$ cat src/rgbblur_pkg.sv
package rgbblur_pkg;

	// Configuration port.
	localparam int CFG_AW = 3;
	localparam int CFG_DW = 32;
	localparam int REG_SEL_BIT = 2;
	localparam logic REG_FRAME_WIDTH = 1'b0;
	localparam logic REG_FRAME_HEIGHT = 1'b1;

	localparam int FW_W = 11;
	localparam int FH_W = 16;
	localparam logic [FW_W-1:0] FW_RESET = 11'd1024;
	localparam logic [FH_W-1:0] FH_RESET = 16'd768;

	localparam logic KIND_PIXEL = 1'b0;
	localparam logic KIND_FLUSH = 1'b1;

	typedef logic [7:0] chan_t;
	// Index 2 is red, 1 is green, 0 is blue.
	typedef chan_t [2:0] pix_t;
	// Sum of up to three pixels of one column.
	typedef logic [9:0] vsum_t;
	typedef vsum_t [2:0] vcol_t;
	// Sum of up to nine pixels of one window.
	typedef logic [11:0] hsum_t;
	typedef hsum_t [2:0] hpix_t;
	typedef logic [3:0] count_t;

	localparam count_t CNT_1 = 4'd1;
	localparam count_t CNT_2 = 4'd2;
	localparam count_t CNT_3 = 4'd3;
	localparam count_t CNT_4 = 4'd4;
	localparam count_t CNT_6 = 4'd6;
	localparam count_t CNT_9 = 4'd9;

	// One line store entry: rows r-2 and r-1 of one column.
	typedef struct packed {
		pix_t older;
		pix_t newer;
	} lpair_t;

	// A window sum waiting for its division.
	typedef struct packed {
		hpix_t sum;
		count_t count;
		logic eof;
		logic last;
	} res_t;

	// Results handed from the sequencer to the result queue.
	typedef struct packed {
		logic [1:0] n;
		res_t first;
		res_t second;
	} push_t;

	typedef enum logic [1:0] {
		ST_IDLE,
		ST_PIX,
		ST_FLUSH
	} state_t;

	// Truncated mean. Odd divisors use a reciprocal multiply that is exact
	// for every sum below 4096.
	function automatic chan_t mean(hsum_t s, count_t n);
		logic [23:0] p3;
		logic [23:0] p9;
		chan_t q;
		p3 = 24'(s) * 24'd2731;
		p9 = 24'(s) * 24'd3641;
		unique case (n)
			CNT_1: q = s[7:0];
			CNT_2: q = 8'(s >> 1);
			CNT_3: q = 8'(p3 >> 13);
			CNT_4: q = 8'(s >> 2);
			CNT_6: q = 8'(p3 >> 14);
			CNT_9: q = 8'(p9 >> 15);
			default: q = s[7:0];
		endcase
		return q;
	endfunction

endpackage

$ cat src/rgbblur_ifs.sv


interface rgbblur_res_if;
	logic valid;
	logic ready;
	logic [7:0] out_red;
	logic [7:0] out_green;
	logic [7:0] out_blue;
	logic end_of_frame;
	logic last_of_run;

	modport source(output valid, out_red, out_green, out_blue, end_of_frame, last_of_run,
		input ready);
	modport sink(input valid, out_red, out_green, out_blue, end_of_frame, last_of_run,
		output ready);
endinterface

$ cat src/rgbblur_result_q.sv
module rgbblur_result_q import rgbblur_pkg::*; (
	input logic clk,
	input logic arst_n,
	input push_t push,
	output logic room,
	rgbblur_res_if.source blurred
);

	res_t q_q [2];
	logic [1:0] cnt_q;
	logic pop;
	logic out_valid_q;
	chan_t red_q;
	chan_t green_q;
	chan_t blue_q;
	logic eof_q;
	logic last_q;

	// The head is divided on its way into the output register.
	assign pop = (cnt_q != 2'd0) && (!out_valid_q || blurred.ready);
	// True when the queue is empty after this edge.
	assign room = (cnt_q == 2'd0) || ((cnt_q == 2'd1) && pop);

	always_ff @(posedge clk or negedge arst_n) begin
		if (!arst_n) begin
			cnt_q <= 2'd0;
			out_valid_q <= 1'b0;
		end else begin
			if (push.n != 2'd0) begin
				cnt_q <= push.n;
			end else if (pop) begin
				cnt_q <= cnt_q - 2'd1;
			end
			if (pop) begin
				out_valid_q <= 1'b1;
			end else if (blurred.ready) begin
				out_valid_q <= 1'b0;
			end
		end
	end

	always_ff @(posedge clk) begin
		if (push.n != 2'd0) begin
			q_q[0] <= push.first;
			q_q[1] <= push.second;
		end else if (pop) begin
			q_q[0] <= q_q[1];
		end
		if (pop) begin
			red_q <= mean(q_q[0].sum[2], q_q[0].count);
			green_q <= mean(q_q[0].sum[1], q_q[0].count);
			blue_q <= mean(q_q[0].sum[0], q_q[0].count);
			eof_q <= q_q[0].eof;
			last_q <= q_q[0].last;
		end
	end

	assign blurred.valid = out_valid_q;
	assign blurred.out_red = red_q;
	assign blurred.out_green = green_q;
	assign blurred.out_blue = blue_q;
	assign blurred.end_of_frame = eof_q;
	assign blurred.last_of_run = last_q;

endmodule

$ cat src/flat_wrapper.sv
// flat-port wrapper written by rule: the top's interface ports become plain ports
module rgbblur_result_q_flat import rgbblur_pkg::*;
  (clk, arst_n, push, room, blurred_valid, blurred_out_red, blurred_out_green, blurred_out_blue, blurred_end_of_frame, blurred_last_of_run, blurred_ready);
  rgbblur_res_if blurred_i ();
  input logic clk;
  input logic arst_n;
  input push_t push;
  output logic room;
  output wire logic [$bits(blurred_i.valid)-1:0] blurred_valid;
  output wire logic [$bits(blurred_i.out_red)-1:0] blurred_out_red;
  output wire logic [$bits(blurred_i.out_green)-1:0] blurred_out_green;
  output wire logic [$bits(blurred_i.out_blue)-1:0] blurred_out_blue;
  output wire logic [$bits(blurred_i.end_of_frame)-1:0] blurred_end_of_frame;
  output wire logic [$bits(blurred_i.last_of_run)-1:0] blurred_last_of_run;
  input wire logic [$bits(blurred_i.ready)-1:0] blurred_ready;
  assign blurred_valid = blurred_i.valid;
  assign blurred_out_red = blurred_i.out_red;
  assign blurred_out_green = blurred_i.out_green;
  assign blurred_out_blue = blurred_i.out_blue;
  assign blurred_end_of_frame = blurred_i.end_of_frame;
  assign blurred_last_of_run = blurred_i.last_of_run;
  assign blurred_i.ready = blurred_ready;
  rgbblur_result_q u_core (.clk(clk), .arst_n(arst_n), .push(push), .room(room), .blurred(blurred_i));
endmodule
$ cat config.mk
export PLATFORM = sky130hd
export DESIGN_NAME = rgbblur_result_q_flat
export DESIGN_NICKNAME = d
export VERILOG_FILES = /design/src/rgbblur_pkg.sv /design/src/rgbblur_ifs.sv /design/src/rgbblur_result_q.sv /design/src/flat_wrapper.sv
export SDC_FILE = /design/constraint.sdc
export NUM_CORES = 1
export LEC_CHECK = 0
export BUFFER_PORTS_ARGS = -buffer_cell sky130_fd_sc_hd__buf_2
export CAP_MARGIN = 20
export CORE_UTILIZATION = 30
export DETAILED_ROUTE_END_ITERATION = 10
export GPL_TIMING_DRIVEN = 0
export MAX_ROUTING_LAYER = met4
export SLEW_MARGIN = 20
export SYNTH_ARGS = -nofsm -noshare
export SYNTH_HDL_FRONTEND = slang
export SYNTH_SLANG_ARGS = --single-unit
export TNS_END_PERCENT = 50
$ cat constraint.sdc
create_clock -name clk -period 13.6 [get_ports clk]
set_input_delay 0.68 -clock clk [delete_from_list [all_inputs] [get_ports clk]]
set_output_delay 0.68 -clock clk [all_outputs]
set_load 0.05 [all_outputs]
* Word-level counts from Yosys, hierarchy flattened
Memory sizes are Yosys's and may differ from the RTL's.
Cells that the tools add are included.
** Cells by class
- Reductions and logical operators :: 10
- Add/sub/neg operators :: 1
- Muxes and demuxes :: 13
- Shift operators :: 0
- Div/mod/pow operators :: 0
- $lt $le $gt $ge :: 0
- Equal/unequal tests :: 6
- Bitwise logic cells :: 1
- Multipliers :: 6
** Operator list (count)
- case mux 8 bit (5 select lines) :: 3
- multiplier 12 x 12 -> 23 bit, second input constant :: 3
- multiplier 12 x 12 -> 22 bit, second input constant :: 3
- two-way mux 42 bit :: 1
- == test 4 x 2 -> 1 bit, second input constant :: 2
- == test 4 x 3 -> 1 bit, second input constant :: 2
- nonzero test 2 bit :: 4
- two-way mux 1 bit :: 7
- == test 4 bit, second input constant :: 1
- two-way mux 2 bit :: 2
- == test 2 x 1 -> 1 bit, second input constant :: 1
- logical AND 1 bit :: 2
- zero test 2 bit :: 1
- logical OR 1 bit :: 2
- subtractor 2 x 1 -> 2 bit, second input constant :: 1
- zero test 1 bit :: 1
- bitwise OR 1 bit :: 1
** Storage, ports and cells
- Logic and storage cells :: 45
- Output and inout port bits :: 28
- Latch bits :: 0
- Bits in registers :: 29
- Memories :: 1
- ROM bits :: 0
- Memory bits (writable) :: 84
** Memory list
- u_core.q_q :: words 2, width 42, rd ports 2, clocked after Yosys merged registers in 0, wr ports 2, line rgbblur_result_q.sv:9 : res_t q_q [2];

* Longest topological paths before layout
Gate-level depths: netlist of run 1.
- Word-level depth :: 7
- Mapped depth :: 20
- Depth with buffers taken out :: 20

* Worst setup path before layout of run 1
OpenSTA, ideal clock, no wires.
- Kind :: reg2reg
- From :: mem u_core.q_q[0][15] (netlist bit)
- To :: reg u_core.blue_q[6], in the netlist u_core.blurred.out_blue[6], data pin
- Path buffers :: 0
- Cell stages (with the launch flop) :: 19
- Setup slack :: 8.437 ns
- Setup time :: 0.277 ns
- Required time :: 13.323 ns
- Arrival :: 4.886 ns
- Path through :: edfxtp_1 > inv_1 > fa_1 > inv_1 > ha_1 > inv_1 > fa_1 > inv_1 > fa_1 > ha_1 > ha_1 > and2_4 > a221o_1 > a221o_1 > a41oi_4 > o211ai_4 > a221oi_1 > xor2_1 > o221ai_1
** RTL lines
- start, declared :: line rgbblur_result_q.sv:9
- end signal, assigned :: line rgbblur_result_q.sv:52 : blue_q <= mean(q_q[0].sum[0], q_q[0].count);
- end, declared :: line rgbblur_result_q.sv:15 : chan_t blue_q;

==> impl_metrics.csv, run 1 <==
group,metric,value,unit
outcome,status,"complete, no violations",
placed_design,place_inst,2502,
synth,yosys-top-cells-count,"ha_1 (422), inv_1 (336), fa_1 (204), edfxtp_1 (110), a21oi_1 (58)",
cts,cts_buffers,17,
grt,grt_pass1_vias,13350,
grt,grt_max_degree,45,
cts,clk_path_buf_depth,2,
grt,grt.overflow.total,0,
timing,finalCriticalPeriod,6.204,ns
critical_path,reg2reg_to,"u_core.blurred.out_blue[4]$_DFFE_PP_",
cts,insertion_delay,0.46,ns
cts,cts_tree,"done",
synth,yosysTopAreaCellShare,29.72,%
detailed_routing,num_vias,12460,
synth,synthMostInstantiatedCell,"ha_1",
floorplan,coreArea,0.05814,sq mm
critical_path,crit_path_start_kind,"flop",
floorplan,rows,88,
timing,fmax,161.2,MHz
critical_path,crit_fanout,12,
cts,cts_htree_levels,4,
placed_design,gp_congestion,0.8916,
timing,fin_crit_sh,45.61,%
timing,tns,0,ns
timing,worst_clock_skew,0.01511,ns
cts,hold_buffers,0,
timing,slew_headroom,36.26,%
cts,cts.sinks,113,
grt,antenna_found_initial,5,
detailed_routing,viasPerCell,4.912,
synth,syn_nets,2336,
synth,seq_area_frac_synth,19.02,%
cts,cts_root_buf,"clkbuf_16",
hold_path,min_to,"u_core.q_q[1][33]$_DFFE_PN_",
synth,netlist_area,0.01776,sq mm
synth,ys_types,64,
timing,worst_pin_slew,0.9560,ns
critical_path,end_kind,"flop",
detailed_routing,detail-route-antenna-nets,0,
cells_and_area,seqCellArea,0.003378,sq mm
synth,synth_area_leaders,"ha_1 (30%), fa_1 (23%), edfxtp_1 (19%), inv_1 (7.1%), mux2_2 (2.7%)",
grt,grt_pass1_wl,69550,um
detailed_routing,post_drt_wl_per_cell,17.23,um
timing,setup_viol,0,
placed_design,hpwlAfterDp,35870,um
synth,syn_inst,1621,
synth,yosys_warnings,0,
cells_and_area,area_growth,12.17,%
hold_path,hold_depth,1,
cells_and_area,num-nets-final,2472,
synth,avgSynthCellArea,10.96,sq um
cells_and_area,multiInputGateArea,0.01306,sq mm
timing,worst_slack,7.396,ns
cts,clkTransAtPathRegs,0.06,ns
floorplan,initial_core_util,30.56,%
timing,drv_slew,0,
timing,grt_setup_unrepaired,"false",
floorplan,pin_count,117,
detailed_routing,drc,0,
synth,synth-seq-cells,113,
critical_path,r2r_setup_slack,7.40,ns
floorplan,die_h,245.3,um
critical_path,r2r-start,"u_core.q_q[0][10]$_DFFE_PP_",
synth,synthFlopType,"edfxtp_1",
critical_path,crit_slowest_cell,"edfxtp_1",
critical_path,critPathMaxStageDelay,0.86,ns
critical_path,critPathKind,"reg2reg",
cells_and_area,n_fill_cell,5809,
cts,cts_resized,0,
placed_design,pre_cts_slack,7.525,ns
cells_and_area,final_core_util,34.28,%
synth,ys_async_sr_fraction,2.655,%
grt,grt_usage,15.39,%
detailed_routing,drt-pass1-iter-count,6,
hold_path,worstHoldStart,"push[33]",
cts,post_cts_buffers,0,
synth,synth_edf_count,110,
hold_path,hp-class,"in2reg",
critical_path,required,13.73,ns
detailed_routing,drtIter0Drc,690,
placed_design,portBuffers,116,
critical_path,reg2reg_depth,15,
cells_and_area,final_cells,2537,
floorplan,die_w,245.3,um
critical_path,path_common_cell,"fa_1",
critical_path,cp.arrival,6.33,ns
synth,yosys.area.top_type,"ha_1",
timing,final_hold_viol_count,0,
detailed_routing,drt-total-wl,43720,um
job,drv_cap,0,
floorplan,dieArea,0.06019,sq mm
critical_path,path_cells,"ha_1 > fa_1 > fa_1 > fa_1 > inv_1 > fa_1 > inv_1 > ha_1 > and3_1 > o211ai_1 > o31ai_1 > a21o_1 > xor2_1 > a221oi_1 > o22ai_1",
cells_and_area,drive_gt1_share,11.75,%
==> routing by layer <==
layer	GRT usage [%]	up-vias	wire (um)
met3	3.503	57	3409
met5	-	-	0
met4	4.092	0	933
li1	-	5872	-
met2	23.52	404	19180
met1	20.40	6128	20200
==> flip-flops by register name, indices dropped and copies added, names as in the netlist <==
name	count
u_core.q_q	84
u_core.blurred.valid	1
u_core.blurred.out_blue	8
u_core.blurred.end_of_frame	1
u_core.blurred.out_red	8
u_core.blurred.out_green	8
u_core.cnt_q	2
u_core.blurred.last_of_run	1
==> worst max path at each step <==
stage	endpoint	depth (start not counted)	slack (ns)	from
floorplan	u_core.blurred.out_blue[6]$_DFFE_PP_	18	8.44	u_core.q_q[0][15]$_DFFE_PP_
global placement	u_core.blurred.out_red[4]$_DFFE_PP_	16	7.56	u_core.q_q[0][34]$_DFFE_PP_
detailed placement	u_core.blurred.out_red[4]$_DFFE_PP_	16	7.52	u_core.q_q[0][34]$_DFFE_PP_
CTS	u_core.blurred.out_red[4]$_DFFE_PP_	16	7.51	u_core.q_q[0][34]$_DFFE_PP_
global route	u_core.blurred.out_green[5]$_DFFE_PP_	19	7.19	u_core.q_q[0][25]$_DFFE_PP_
finish	u_core.blurred.out_blue[4]$_DFFE_PP_	15	7.40	u_core.q_q[0][10]$_DFFE_PP_
==> kinds of logic (layout without fill, tap and decap cells) <==
kind of cell / count (synthesis) / in the layout / synth area share, %
other: 0 / 2 / 0
flip-flops: 113 / 113 / 19.02
AND/OR/NAND/NOR: 167 / 167 / 4.698
XOR/XNOR: 71 / 71 / 3.500
adder cells (fa/ha/maj): 626 / 626 / 52.71
buffers and inverters: 357 / 506 / 7.543
AO/OA/AOI/OAI: 243 / 243 / 9.755
multiplexers: 44 / 44 / 2.775
==> critical path, delay by kind of cell (launching register included) <==
family                   cells  cell delay [ns]
buffers and inverters        2             0.10
AO/OA/AOI/OAI                5             1.79
AND/OR/NAND/NOR              1             0.24
adder cells (fa/ha/maj)      6             2.78
flip-flops                   1             0.86
XOR/XNOR                     1             0.10
==> metrics by stage <==
stage | hold slack, ns | area (sq um)
2_1_floorplan | 0.3844 | 17760
3_3_place_gp | 0.4006 | 19300
3_5_place_dp | 0.4093 | 19310
4_1_cts | 0.0004519 | 19910
5_1_grt | 0.3768 | 19930
6_report | 0.4008 | 19930
==> placed cells by master (no fill, tap or decap), drive strengths merged, types with 23 or more instances in the layout <==
master	Yosys	routed
a21o	25	25
a21oi	58	58
buf	0	116
clkbuf	21	38
edfxtp	110	110
fa	204	204
ha	422	422
inv	336	342
mux2	42	42
nand2	34	34
nor2	43	43
o21ai	40	40
xnor2	48	48
xor2	23	23
==> layout make-up <==
class                      instances  share of cell area (%)
antenna                            2                 0.02512
buffer                            21                  0.3956
clock buffer                      17                   2.135
clock inverter                    15                  0.8728
inverter                         336                   6.329
multi-input combinational       1151                   65.52
sequential                       113                   16.95
tap                              765                   4.803
timing repair buffer             117                   2.964
Power of run 1 is not shown: default switching activity piles up to over one toggle a cycle in this logic, so the estimate is an artifact.
==> inputs of run 2 (changes only) <==
==> constraint.sdc (replaced) <==
create_clock -name clk -period 5.25 [get_ports clk]
set_input_delay 0.2625 -clock clk [delete_from_list [all_inputs] [get_ports clk]]
set_output_delay 0.2625 -clock clk [all_outputs]
set_load 0.05 [all_outputs]
==> impl_metrics.csv, run 2 (synthesized netlist as in run 1, its figures left out) <==
group,metric,value,unit
floorplan,pin_count,117,
cells_and_area,num-nets-final,2661,
timing,tns,-0.1818,ns
grt,grt.overflow.total,0,
outcome,violations,"setup timing",
detailed_routing,drt-pass1-iter-count,6,
detailed_routing,drc,0,
cts,cts_root_buf,"clkbuf_16",
cells_and_area,final_cell_mix,"ha_1 (386), inv_1 (306), fa_1 (198)",
critical_path,critPathMaxStageDelay,0.52,ns
critical_path,timing.critical_path.buf_inv,3,
detailed_routing,num_vias,13300,
grt,grt_max_degree,45,
grt,grt_pass1_vias,14070,
detailed_routing,post_drt_wl_per_cell,17.58,um
placed_design,gp_congestion,0.8916,
timing,worst_pin_slew,0.9717,ns
critical_path,crit_slowest_cell,"fa_1",
floorplan,coreArea,0.05814,sq mm
cts,cts_tree,"done",
timing,hold_slack,0.03140,ns
critical_path,critPathKind,"reg2reg",
timing,slew_headroom,35.22,%
detailed_routing,viasPerCell,4.882,
timing,worst_slack,-0.06923,ns
cts,clkTransAtPathRegs,0.06,ns
timing,fin_crit_sh,101.3,%
timing,finalCriticalPeriod,5.319,ns
floorplan,die_w,245.3,um
timing,final_hold_viol_count,0,
floorplan,rows,88,
cts,cts_htree_levels,4,
critical_path,path_cells,"buf_6 > fa_1 > ha_4 > inv_2 > fa_1 > inv_2 > fa_1 > ha_4 > ha_4 > and2_4 > a221o_1 > a221o_1 > a41oi_4 > o211ai_4 > a311oi_4 > xnor2_2 > o221ai_2",
cells_and_area,final_common_cell,"ha_1",
cts,insertion_delay,0.46,ns
grt,grt_pass1_wl,74580,um
job,drv_cap,0,
grt,antenna_found_initial,0,
cts,cts_buffers,17,
outcome,status,"finished with violations",
timing,worst_clock_skew,0.01678,ns
critical_path,required,5.40,ns
cells_and_area,regMostFlops,"u_core.q_q",
timing,setup_viol,5,
grt,grt_usage,16.52,%
placed_design,portBuffers,116,
cells_and_area,largest_reg_flops,84,
timing,drv_slew,0,
floorplan,initial_core_util,30.56,%
timing,fmax,188.0,MHz
cells_and_area,area_growth,25.92,%
placed_design,pre_cts_slack,-0.8253,ns
cts,cts.sinks,113,
timing,grt_setup_unrepaired,"true",
detailed_routing,drtIter0Drc,731,
detailed_routing,detail-route-antenna-nets,0,
critical_path,crit_fanout,4,
detailed_routing,drt-total-wl,47910,um
floorplan,dieArea,0.06019,sq mm
critical_path,cp.arrival,5.47,ns
floorplan,die_h,245.3,um
critical_path,crit_path_start_kind,"flop",
placed_design,hpwlAfterDp,35870,um
cts,clk_path_buf_depth,2,
cells_and_area,final_core_util,38.48,%
critical_path,critical-path-top-delay-family,"adder cells",
hold_path,hp-class,"in2reg",
cells_and_area,drive_gt1_share,25.01,%
critical_path,end_kind,"flop",
[run 2: changes by cell type in the layout (fill, tap and decap cells not counted), sizes merged]
| cell | before | now |
|---|---|---|
| buf | 116 | 262 |
| clkinvlp | 0 | 1 |
| diode | 2 | 1 |
| dlygate4sd3 | 1 | 44 |
| inv | 342 | 341 |
[run 2: worst paths after layout]
kind	startpoint	end	slack, ns	depth (start not counted)
min in group asynchronous	arst_n	u_core.cnt_q[0]$_DFFE_PN0P_	0.15	2
max	u_core.q_q[0][9]$_DFFE_PP_	u_core.blurred.out_blue[7]$_DFFE_PP_	-0.07	17
max in group asynchronous	arst_n	u_core.cnt_q[1]$_DFFE_PN0P_	4.99	2
min reg2reg	u_core.q_q[0][0]$_DFFE_PP_	u_core.blurred.last_of_run$_DFFE_PP_	0.42	0
min	push[84]	u_core.cnt_q[1]$_DFFE_PN0P_	0.03	2
max reg2reg	u_core.q_q[0][9]$_DFFE_PP_	u_core.blurred.out_blue[7]$_DFFE_PP_	-0.07	17
[run 2: per-stage QoR]
step,cell area (sq um),cells
after floorplan,17760,1621
after global placement,19300,2502
after detailed placement,19310,2502
after CTS,21550,2683
after global routing,22370,2724
final,22370,2725
[run 2: repair_timing]
action,CTS,global route
setup endpoints to repair,24,23
setup buffers,106,41
hold buffers,44,0
resized for setup,72,101
hold endpoints to repair,46,0
pin swaps,41,86
[run 2: layout make-up]
class / instances / area [sq um]
diodes: 1 / 2.502
plain buffers: 21 / 78.83
clock buffers: 17 / 425.4
clock inverters: 15 / 173.9
fillers: 5618 / 35770
inverters: 336 / 1267
multi-input cells: 1151 / 13900
flip-flops and latches: 113 / 3378
well taps: 765 / 957.2
repair buffers: 306 / 2190
[run 2: layer usage]
metal | part of all wire [%] | global-route usage [%] | up-vias
li1 | - | - | 6259
met5 | 0 | - | -
met3 | 7.0 | 3.121 | 39
met4 | 1.4 | 3.800 | 0
met2 | 46 | 25.96 | 401
met1 | 45 | 21.92 | 6604
[run 2: worst reg2reg max path: stages (launching register included)]
cell and delay, ns:
edfxtp_1 0.49, buf_6 0.18, fa_1 0.52, ha_4 0.29, inv_2 0.03, fa_1 0.51
inv_2 0.04, fa_1 0.50, ha_4 0.30, ha_4 0.19, and2_4 0.16, a221o_1 0.33
a221o_1 0.38, a41oi_4 0.26, o211ai_4 0.16, a311oi_4 0.34, xnor2_2 0.17, o221ai_2 0.16
Power of run 2 is left out for the same reason.
